## config.mk

```make
export PLATFORM = sky130hd
export DESIGN_NAME = ccwi_ctrl
export DESIGN_NICKNAME = d
export VERILOG_FILES = /design/src/hdl/ccwi_pkg.sv /design/src/hdl/ccwi_ctrl.sv
export SDC_FILE = /design/constraint.sdc
export NUM_CORES = 1
export LEC_CHECK = 0
export ABC_AREA = 0
export BUFFER_PORTS_ARGS = -buffer_cell sky130_fd_sc_hd__buf_2
export CORE_AREA = 2 2 39 41
export DETAILED_ROUTE_END_ITERATION = 16
export DIE_AREA = 0 0 41 43
export MAX_ROUTING_LAYER = met4
export PLACE_DENSITY = 0.82
export SLEW_MARGIN = 20
export SYNTH_ARGS = -nofsm -noshare
export SYNTH_HDL_FRONTEND = slang
export SYNTH_SLANG_ARGS = --single-unit
```

## constraint.sdc

```tcl
create_clock -name clk -period 3.5 [get_ports clk]
set_clock_uncertainty 0.05 [all_clocks]
set_input_delay 0.525 -clock clk [delete_from_list [all_inputs] [get_ports clk]]
set_output_delay 0.525 -clock clk [all_outputs]
set_load 0.02 [all_outputs]
```

## src/hdl/ccwi_pkg.sv

```systemverilog
// Shared types and constants for the closed contour weighted integral.
// No dependencies.
package ccwi_pkg;

  localparam logic signed [31:0] FSlopeReset = 32'sd9472;
  localparam logic signed [31:0] PsiRefReset = 32'sd84452;
  localparam logic signed [31:0] FRefReset   = -32'sd2153513;
  localparam logic [31:0]        InvTwoPiQ32 = 32'd683565276;
  localparam logic [46:0]        WMaxMag     = {47{1'b1}};

  typedef enum logic [1:0] {
    REG_F_SLOPE = 2'd0,
    REG_PSI_REF = 2'd1,
    REG_F_REF   = 2'd2
  } reg_idx_t;

  typedef enum logic [3:0] {
    ST_IDLE,
    ST_F_MUL,
    ST_F_ADD,
    ST_DIV_INIT,
    ST_DIV,
    ST_DIV_DONE,
    ST_SEG_INIT,
    ST_SQRT,
    ST_TERM_MUL,
    ST_TERM_MUL_HI,
    ST_TERM_ADD,
    ST_Q_MUL,
    ST_Q_MUL_HI,
    ST_Q_DONE,
    ST_OUT
  } state_t;

  // Controller to datapath commands.
  typedef struct packed {
    logic load_item;   // capture input and start a new contour if needed
    logic f_mul;
    logic f_add;
    logic div_init;
    logic div_step;
    logic div_done;
    logic seg_init;    // set up segment; close_seg picks first point as end
    logic close_seg;
    logic sqrt_step;
    logic term_mul;    // low half of the weight sum times length
    logic term_mul_hi; // high half, added on
    logic term_add;
    logic q_mul;       // low word of |sum| times 1/(2*pi)
    logic q_mul_hi;    // high word, added on
    logic q_done;
  } cmd_t;

  // Datapath to controller status.
  typedef struct packed {
    logic first;       // item opened a contour
    logic last;
    logic div_last;
    logic sqrt_last;
  } sts_t;

endpackage

```

## src/hdl/ccwi_ctrl.sv

```systemverilog
// Controller state machine for the contour integral.
// Depends on ccwi_pkg.
module ccwi_ctrl (
  input  logic            clk,
  input  logic            rst,
  input  logic            in_valid,
  output logic            in_ready,
  output logic            out_valid,
  input  logic            out_ready,
  input  ccwi_pkg::sts_t  sts,
  output ccwi_pkg::cmd_t  cmd
);
  import ccwi_pkg::*;

  state_t state, state_next;
  logic   closing, closing_next;

  always_ff @(posedge clk) begin
    if (rst) begin
      state   <= ST_IDLE;
      closing <= 1'b0;
    end else begin
      state   <= state_next;
      closing <= closing_next;
    end
  end

  always_comb begin
    state_next   = state;
    closing_next = closing;
    cmd          = '0;
    in_ready     = 1'b0;
    out_valid    = 1'b0;
    unique case (state)
      ST_IDLE: begin
        in_ready = 1'b1;
        if (in_valid) begin
          cmd.load_item = 1'b1;
          closing_next  = 1'b0;
          state_next    = ST_F_MUL;
        end
      end
      ST_F_MUL: begin
        if (sts.first) begin
          cmd.f_mul  = 1'b1;
          state_next = ST_F_ADD;
        end else begin
          state_next = ST_DIV_INIT;
        end
      end
      ST_F_ADD: begin
        cmd.f_add  = 1'b1;
        state_next = ST_DIV_INIT;
      end
      ST_DIV_INIT: begin
        cmd.div_init = 1'b1;
        state_next   = ST_DIV;
      end
      ST_DIV: begin
        cmd.div_step = 1'b1;
        if (sts.div_last) state_next = ST_DIV_DONE;
      end
      ST_DIV_DONE: begin
        cmd.div_done = 1'b1;
        if (!sts.first) begin
          state_next = ST_SEG_INIT;
        end else if (sts.last) begin
          closing_next = 1'b1;
          state_next   = ST_SEG_INIT;
        end else begin
          state_next = ST_IDLE;
        end
      end
      ST_SEG_INIT: begin
        cmd.seg_init  = 1'b1;
        cmd.close_seg = closing;
        state_next    = ST_SQRT;
      end
      ST_SQRT: begin
        cmd.sqrt_step = 1'b1;
        if (sts.sqrt_last) state_next = ST_TERM_MUL;
      end
      ST_TERM_MUL: begin
        cmd.term_mul = 1'b1;
        state_next   = ST_TERM_MUL_HI;
      end
      ST_TERM_MUL_HI: begin
        cmd.term_mul_hi = 1'b1;
        state_next      = ST_TERM_ADD;
      end
      ST_TERM_ADD: begin
        cmd.term_add = 1'b1;
        if (closing) begin
          state_next = ST_Q_MUL;
        end else if (sts.last) begin
          closing_next = 1'b1;
          state_next   = ST_SEG_INIT;
        end else begin
          state_next = ST_IDLE;
        end
      end
      ST_Q_MUL: begin
        cmd.q_mul  = 1'b1;
        state_next = ST_Q_MUL_HI;
      end
      ST_Q_MUL_HI: begin
        cmd.q_mul_hi = 1'b1;
        state_next   = ST_Q_DONE;
      end
      ST_Q_DONE: begin
        cmd.q_done = 1'b1;
        state_next = ST_OUT;
      end
      ST_OUT: begin
        out_valid = 1'b1;
        if (out_ready) state_next = ST_IDLE;
      end
      default: state_next = ST_IDLE;
    endcase
  end

`ifndef SYNTHESIS
  a_in_only_idle: assert property (@(posedge clk) disable iff (rst)
    in_ready |-> state == ST_IDLE) else $error("input taken outside idle");
  a_out_holds: assert property (@(posedge clk) disable iff (rst)
    out_valid && !out_ready |=> out_valid) else $error("result dropped");
  a_one_cmd: assert property (@(posedge clk) disable iff (rst)
    $onehot0({cmd.load_item, cmd.f_mul, cmd.div_step, cmd.sqrt_step, cmd.term_add,
              cmd.q_done})) else $error("overlapping commands");
`endif
endmodule

```

==> results of run 1 <==
## final timing paths
path	from	to	slack, ns	cells past startpoint
worst min register to register	closing	closing	0.51	2
worst max-delay path	state[0]	cmd[6]	1.32	3
worst min-delay path	rst	state[0]	0.48	2
worst max register to register	state[0]	state[0]	1.82	3
## cell type report
class	count	area (um2)	share of cell area (%)
inverters	5	18.8	2.86
multi-input cells	62	372	56.6
repair buffers	24	120	18.3
well taps	16	20.0	3.05
clock buffers	4	26.3	4.00
flip-flops and latches	5	100	15.2
## cell families (layout without fill, tap and decap cells)
family / Yosys count / count (layout) / share of synthesized area (%)
buf+inv: 12 / 33 / 12.3
simple gates: 40 / 40 / 38.6
compound gates: 22 / 22 / 30.5
flops: 5 / 5 / 18.6
## stage by stage
stage | utilization [%] | worst slack [ns] | instance area, um2
floorplan | - | 1.66 | 538
global placement | 45.6 | 1.63 | 631
detailed placement | 45.6 | 1.58 | 631
CTS | 47.5 | 1.31 | 657
global route | 47.5 | 1.16 | 657
finish | 47.5 | 1.32 | 657
## placed cells by master, fill, tap and decap left out, types with 2 or more instances in the layout
| cell | n |
|---|---|
| o21ai_0 | 5 |
| buf_2 | 24 |
| a31oi_1 | 2 |
| dfxtp_1 | 5 |
| inv_1 | 5 |
| clkbuf_4 | 3 |
| nand2b_1 | 5 |
| nor3b_1 | 2 |
| nor3_1 | 6 |
| a21oi_1 | 4 |
| nor2_1 | 14 |
| nand2_1 | 7 |
| o31ai_1 | 2 |
## per-layer routing
layer / part of all wire (%) / global-route usage (%) / up-vias / wire length [um]
met5: 0 / - / - / 0
li1: - / - / 324 / -
met2: 44 / 24.1 / 35 / 618
met1: 44 / 24.0 / 289 / 623
met3: 9.1 / 3.66 / 5 / 128
met4: 3.0 / 14.0 / 0 / 42
## flip-flops by register name (all words and copies together) (netlist names)
signal,flops
closing,1
state,4
## power by group through the flow
stage / clock [mW] / combinational, mW / sequential [mW]
2_1_floorplan: 0 / 0.172 / 0.0704
3_3_place_gp: 0 / 0.156 / 0.106
3_5_place_dp: 0 / 0.159 / 0.109
6_report: 0.0694 / 0.159 / 0.109
5_1_grt: 0.0739 / 0.177 / 0.113
4_1_cts: 0.0704 / 0.160 / 0.108
==> qor.csv, run 1 <==
stage;metric;value;unit
place;gpl congestion;0.873;
cts;Num CTS Buffers;3;
detailed_routing;initial detailed-routing violation count;31;
setup_path;crit path cell chain;nand2_1, nor2_1, buf_2;
setup_path;startpoint types;flop;
grt;antenna violations before repair;0;
power;Sw Share;47.7;%
floorplanning;core region area;0.00138;mm2
cells_and_area;fillcell total;139;
detailed_routing;DR pass1 iterations;4;
status;status;completed;
setup_path;critical path buffer and inverter count;1;
cts;clk sinks;5;
sta;RSZ-0062 raised after global routing;no;
worst_hold_path;worst min path class;input port to flop;
floorplanning;Die H;43;um
sta;Slew Limit Fails;0;
setup_path;critical path endpoint category;output port;
cts;CTS tree;done;
floorplanning;io pins;25;
place;# placed instances;112;
run;MaxCap Viol Count;0;
detailed_routing;Via density;5.63;
power;P per Cell Area;514;mW/mm2
power;clock power share;20.6;%
synth;register area share after synthesis;18.6;%
grt;vias in the first global route;532;
sta;final setup vio count;0;
setup_path;slowest cell on the critical path;dfxtp_1;
grt;grt ovf;0;
cells_and_area;layout cells sized above 1;31.0;%
power;Peak VDD IR;172;uV
grt;largest net degree at the start of global routing;20;
sta;Hold Fails Final Rpt;0;
sta;Hold WS;0.481;ns
sta;final worst-path cycle share;62.3;%
power;Int Power;0.176;mW
synth;area share of the largest cell type after synthesis;18.6;%
setup_path;worst endpoint required time;2.92;ns
grt;first-pass GRT wire length;2190;um
setup_path;Critical Path AT;1.60;ns
setup_path;Max stage delay on crit path;0.74;ns
synth;Post-synth EDFFs;0;
detailed_routing;Antenna Nets Post-Route;0;
sta;worst slew pin tran;0.661;ns
power;switching pwr;0.161;mW
power;Logic pwr share;47.2;%
floorplanning;Rows;14;
cts;CTS Hold Buffers Added;0;
sta;setup TNS;0;ns
sta;minimum clock period;2.18;ns
floorplanning;die area;0.00176;mm2
power;Final Power;0.338;mW
cts;clock buffer depth;2;
place;PortBufs;24;
detailed_routing;DR vias;653;
cts;Post-CTS Setup Inserts;0;
cells_and_area;n_diodes;0;
cells_and_area;layout net count;109;
synth;Syn Inst Count;79;
synth;post-synth cell types;28;
synth;Post-synth ARST share;0;%
cts;clk slew on worst S/H paths;0.04;ns
power;Seq pwr share;32.2;%
synth;Main synth FF type;dfxtp_1;
synth;Commonest cells post-synth;nor2_1 (14), nand2_1 (7), nor3_1 (6);
synth;synthesized area;538;um2
detailed_routing;routed wire length;1410;um
place;DPL Wire Length;994;um
synth;Yosys top cell by area;dfxtp_1;
floorplanning;Horiz. Die Dim;41;um
setup_path;crit path max fanout;19;
synth;most common cell in the netlist;nor2_1;
grt;Total GRT Usage;18.5;%
cts;Worst-Skew Late Latency;0.25;ns
floorplanning;initial core utilization;38.9;%
synth;Ys Warns;0;
setup_path;Crit path max-delay family;flip-flops;
cts;Post-CTS Resized;0;
synth;syn_area_per_cell;6.81;um2
detailed_routing;Post-route DRC;0;
setup_path;Setup CP Type;flop to output port;
cts;H-Tree Depth;1;
synth;post-synthesis register bit count;5;
power;leak pwr;0.282;nW
cells_and_area;Finished Layout Cells;116;
detailed_routing;Avg WL per Cell;12.2;um
sta;Rel. slew slack;55.9;%
sta;fmax;459;MHz
synth;Syn Nets;87;
cts;Clock Root Buffer;clkbuf_4;
synth;top cells by area, synth;dfxtp_1 (19%), nor2_1 (9.8%), nand2b_1 (5.8%);
cells_and_area;synthesis-to-finish area growth;22.1;%
Note: power is estimated with default switching activity, not from simulation.
==> run 2, diff against run 1 <==
--- a/config.mk
+++ b/config.mk
@@ -5,13 +5,12 @@
 export SDC_FILE = /design/constraint.sdc
 export NUM_CORES = 1
 export LEC_CHECK = 0
-export ABC_AREA = 0
+export ABC_AREA = 1
 export BUFFER_PORTS_ARGS = -buffer_cell sky130_fd_sc_hd__buf_2
-export CORE_AREA = 2 2 39 41
+export CORE_UTILIZATION = 39
 export DETAILED_ROUTE_END_ITERATION = 16
-export DIE_AREA = 0 0 41 43
 export MAX_ROUTING_LAYER = met4
-export PLACE_DENSITY = 0.82
+export PLACE_DENSITY = 0.83
 export SLEW_MARGIN = 20
 export SYNTH_ARGS = -nofsm -noshare
 export SYNTH_HDL_FRONTEND = slang
==> constraint.sdc (replaced) <==
create_clock -name clk -period 2 [get_ports clk]
set_clock_uncertainty 0.05 [all_clocks]
set_input_delay 0.3 -clock clk [delete_from_list [all_inputs] [get_ports clk]]
set_output_delay 0.3 -clock clk [all_outputs]
set_load 0.02 [all_outputs]
==> run 2 against run 1 <==
Net effect:
- utilization up 11 points
- count of clock-buffer cells in the layout is the same
- worst setup slack worse by 1.1 ns
- sequential share of layout area decreased by 0.34 points
- register-to-register slack worse by 1.2 ns
- cell count rose by 17%
- sequential cell count is the same
- die area decreased by 18%
- non-clock buffer count unchanged
- cell area is 2.3% higher
- sequential power up 27%
- hold slack lost 0.25 ns
- highest routed layer is now met3
==> qor.csv, run 2 <==
stage;metric;value;unit
detailed_routing;DR pass1 iterations;4;
synth;post-synth cell types;17;
synth;Main synth FF type;dfxtp_1;
grt;grt ovf;0;
worst_hold_path;min-delay src;rst;
sta;final worst-path cycle share;87.9;%
synth;Ys Warns;0;
synth;most common cell in the netlist;nand2_1;
synth;Post-synth ARST share;0;%
setup_path;Setup CP Type;flop to output port;
worst_hold_path;worst min path class;input port to flop;
detailed_routing;Avg WL per Cell;10.0;um
synth;Commonest cells post-synth;nand2_1 (21), nor2_1 (17), inv_1 (16);
floorplanning;io pins;25;
cells_and_area;most frequent cells in the layout;buf_2 (24), nand2_1 (21), nor2_1 (17), inv_1 (16);
cts;clock buffer depth;2;
sta;Slew Limit Fails;0;
detailed_routing;initial detailed-routing violation count;27;
synth;area share of the largest cell type after synthesis;19.7;%
synth;syn_area_per_cell;5.40;um2
setup_path;critical path endpoint category;output port;
setup_path;startpoint types;flop;
detailed_routing;Antenna Nets Post-Route;0;
grt;largest net degree at the start of global routing;9;
cells_and_area;area of the multi-input gates;337;um2
setup_path;worst r2r path cells;8;
floorplanning;core region area;0.00116;mm2
floorplanning;initial core utilization;43.9;%
cts;Num CTS Buffers;3;
sta;Rel. slew slack;78.7;%
cells_and_area;layout net count;131;
floorplanning;Horiz. Die Dim;38.1;um
sta;Hold Fails Final Rpt;0;
cts;CTS tree;done;
sta;minimum clock period;1.76;ns
synth;register area share after synthesis;19.7;%
synth;top cells by area, synth;dfxtp_1 (20%), nand2_1 (16%), nor2_1 (13%);
setup_path;reg-to-reg endpoint;state[2];
cts;H-Tree Depth;1;
synth;Post-synth EDFFs;0;
cells_and_area;synthesis-to-finish area growth;32.3;%
detailed_routing;Via density;5.02;
cts;clk slew on worst S/H paths;0.04;ns
sta;fmax;569;MHz
floorplanning;die area;0.00145;mm2
cells_and_area;Util after Layout;58.1;%
synth;Yosys top cell by area;dfxtp_1;
sta;setup TNS;0;ns
synth;synthesized area;508;um2
place;gpl congestion;0.936;
cells_and_area;layout cells sized above 1;32.8;%
setup_path;worst endpoint required time;1.65;ns
worst_hold_path;hold path endpoint;state[2];
setup_path;worst reg2reg path startpoint;state[0];
floorplanning;Die H;38.1;um
cells_and_area;fillcell total;125;
detailed_routing;DR vias;683;
power;P per Cell Area;702;mW/mm2
cells_and_area;biggest regs;state: 4 flops, closing: 1 flops;
sta;RSZ-0062 raised after global routing;no;
cells_and_area;most flop-heavy register;state;
cells_and_area;n_diodes;0;
synth;Syn Nets;102;
cells_and_area;max reg flops;4;
grt;vias in the first global route;545;
setup_path;crit path max fanout;5;
place;PortBufs;24;
sta;worst slew pin tran;0.319;ns
worst_hold_path;Hold Path Stages;2;
detailed_routing;Post-route DRC;0;
cts;CTS Hold Buffers Added;0;
cts;Worst-Skew Late Latency;0.23;ns
synth;post-synthesis register bit count;5;
power;Peak VDD IR;408;uV
detailed_routing;routed wire length;1370;um
synth;Syn Inst Count;94;
sta;final setup vio count;0;
place;DPL Wire Length;1100;um
run;MaxCap Viol Count;0;
cts;Post-CTS Setup Inserts;0;
cts;Clock Root Buffer;clkbuf_4;
cells_and_area;commonest non-fill, non-tap cell in the layout;buf_2;
setup_path;R2R Setup Slk;0.65;ns
grt;first-pass GRT wire length;2150;um
grt;antenna violations before repair;0;
power;leak pwr;0.406;nW
status;status;completed;
floorplanning;Rows;12;
cts;clk sinks;5;
cells_and_area;register area;100;um2
cts;Post-CTS Resized;0;
setup_path;Critical Path AT;1.41;ns
grt;Total GRT Usage;21.5;%
[run 2: per-stage QoR]
step | hold WS [ns] | total power, mW | setup WS, ns | cells | cell area, um2
5_1_grt | 0.234 | 0.514 | 0.110 | 136 | 672
4_1_cts | 0.224 | 0.474 | 0.268 | 136 | 672
6_report | 0.232 | 0.471 | 0.243 | 136 | 672
2_1_floorplan | 0.312 | 0.300 | 0.485 | 94 | 508
3_5_place_dp | 0.473 | 0.358 | 0.523 | 132 | 646
3_3_place_gp | 0.472 | 0.356 | 0.591 | 132 | 646
[run 2: kinds of logic after synthesis]
| family | after synthesis | share of synthesized area [%] |
|---|---|---|
| compound gates | 13 | 13.5 |
| buf+inv | 19 | 14.0 |
| flops | 5 | 19.7 |
| simple gates | 57 | 52.7 |
[run 2: critical path: stages (launching register included)]
cell and delay (ns):
dfxtp_1 0.37, inv_1 0.09, nor2_1 0.26, inv_1 0.11
nor3_1 0.15, buf_2 0.19
[run 2: layout make-up]
cell class / count / area share, %
inverter: 19 / 10.6
clock buffer: 4 / 3.91
multi-input combinational: 70 / 50.1
timing repair buffer: 24 / 17.9
tap: 14 / 2.61
sequential: 5 / 14.9
[run 2: metal layers]
metal	vias up	routed length (um)	GRT usage (%)
met5	-	0	-
met4	0	0	8.93
met3	0	108	3.49
met2	36	642	35.2
met1	297	613	26.1
li1	350	-	-
[run 2: worst max-delay path by stage]
stage,start,endpoint,slack [ns],depth (start not counted)
CTS,state[0],cmd[13],0.27,5
detailed placement,state[0],cmd[13],0.52,5
global route,state[0],cmd[13],0.11,5
floorplan,state[0],cmd[13],0.48,4
global placement,state[0],cmd[13],0.59,5
finish,state[0],cmd[13],0.24,5
[run 2: power breakdown]
group / switching [mW] / internal [mW]
registers: 0.0218 / 0.116
clock network: 0.0348 / 0.0750
logic: 0.152 / 0.0721
total: 0.208 / 0.263
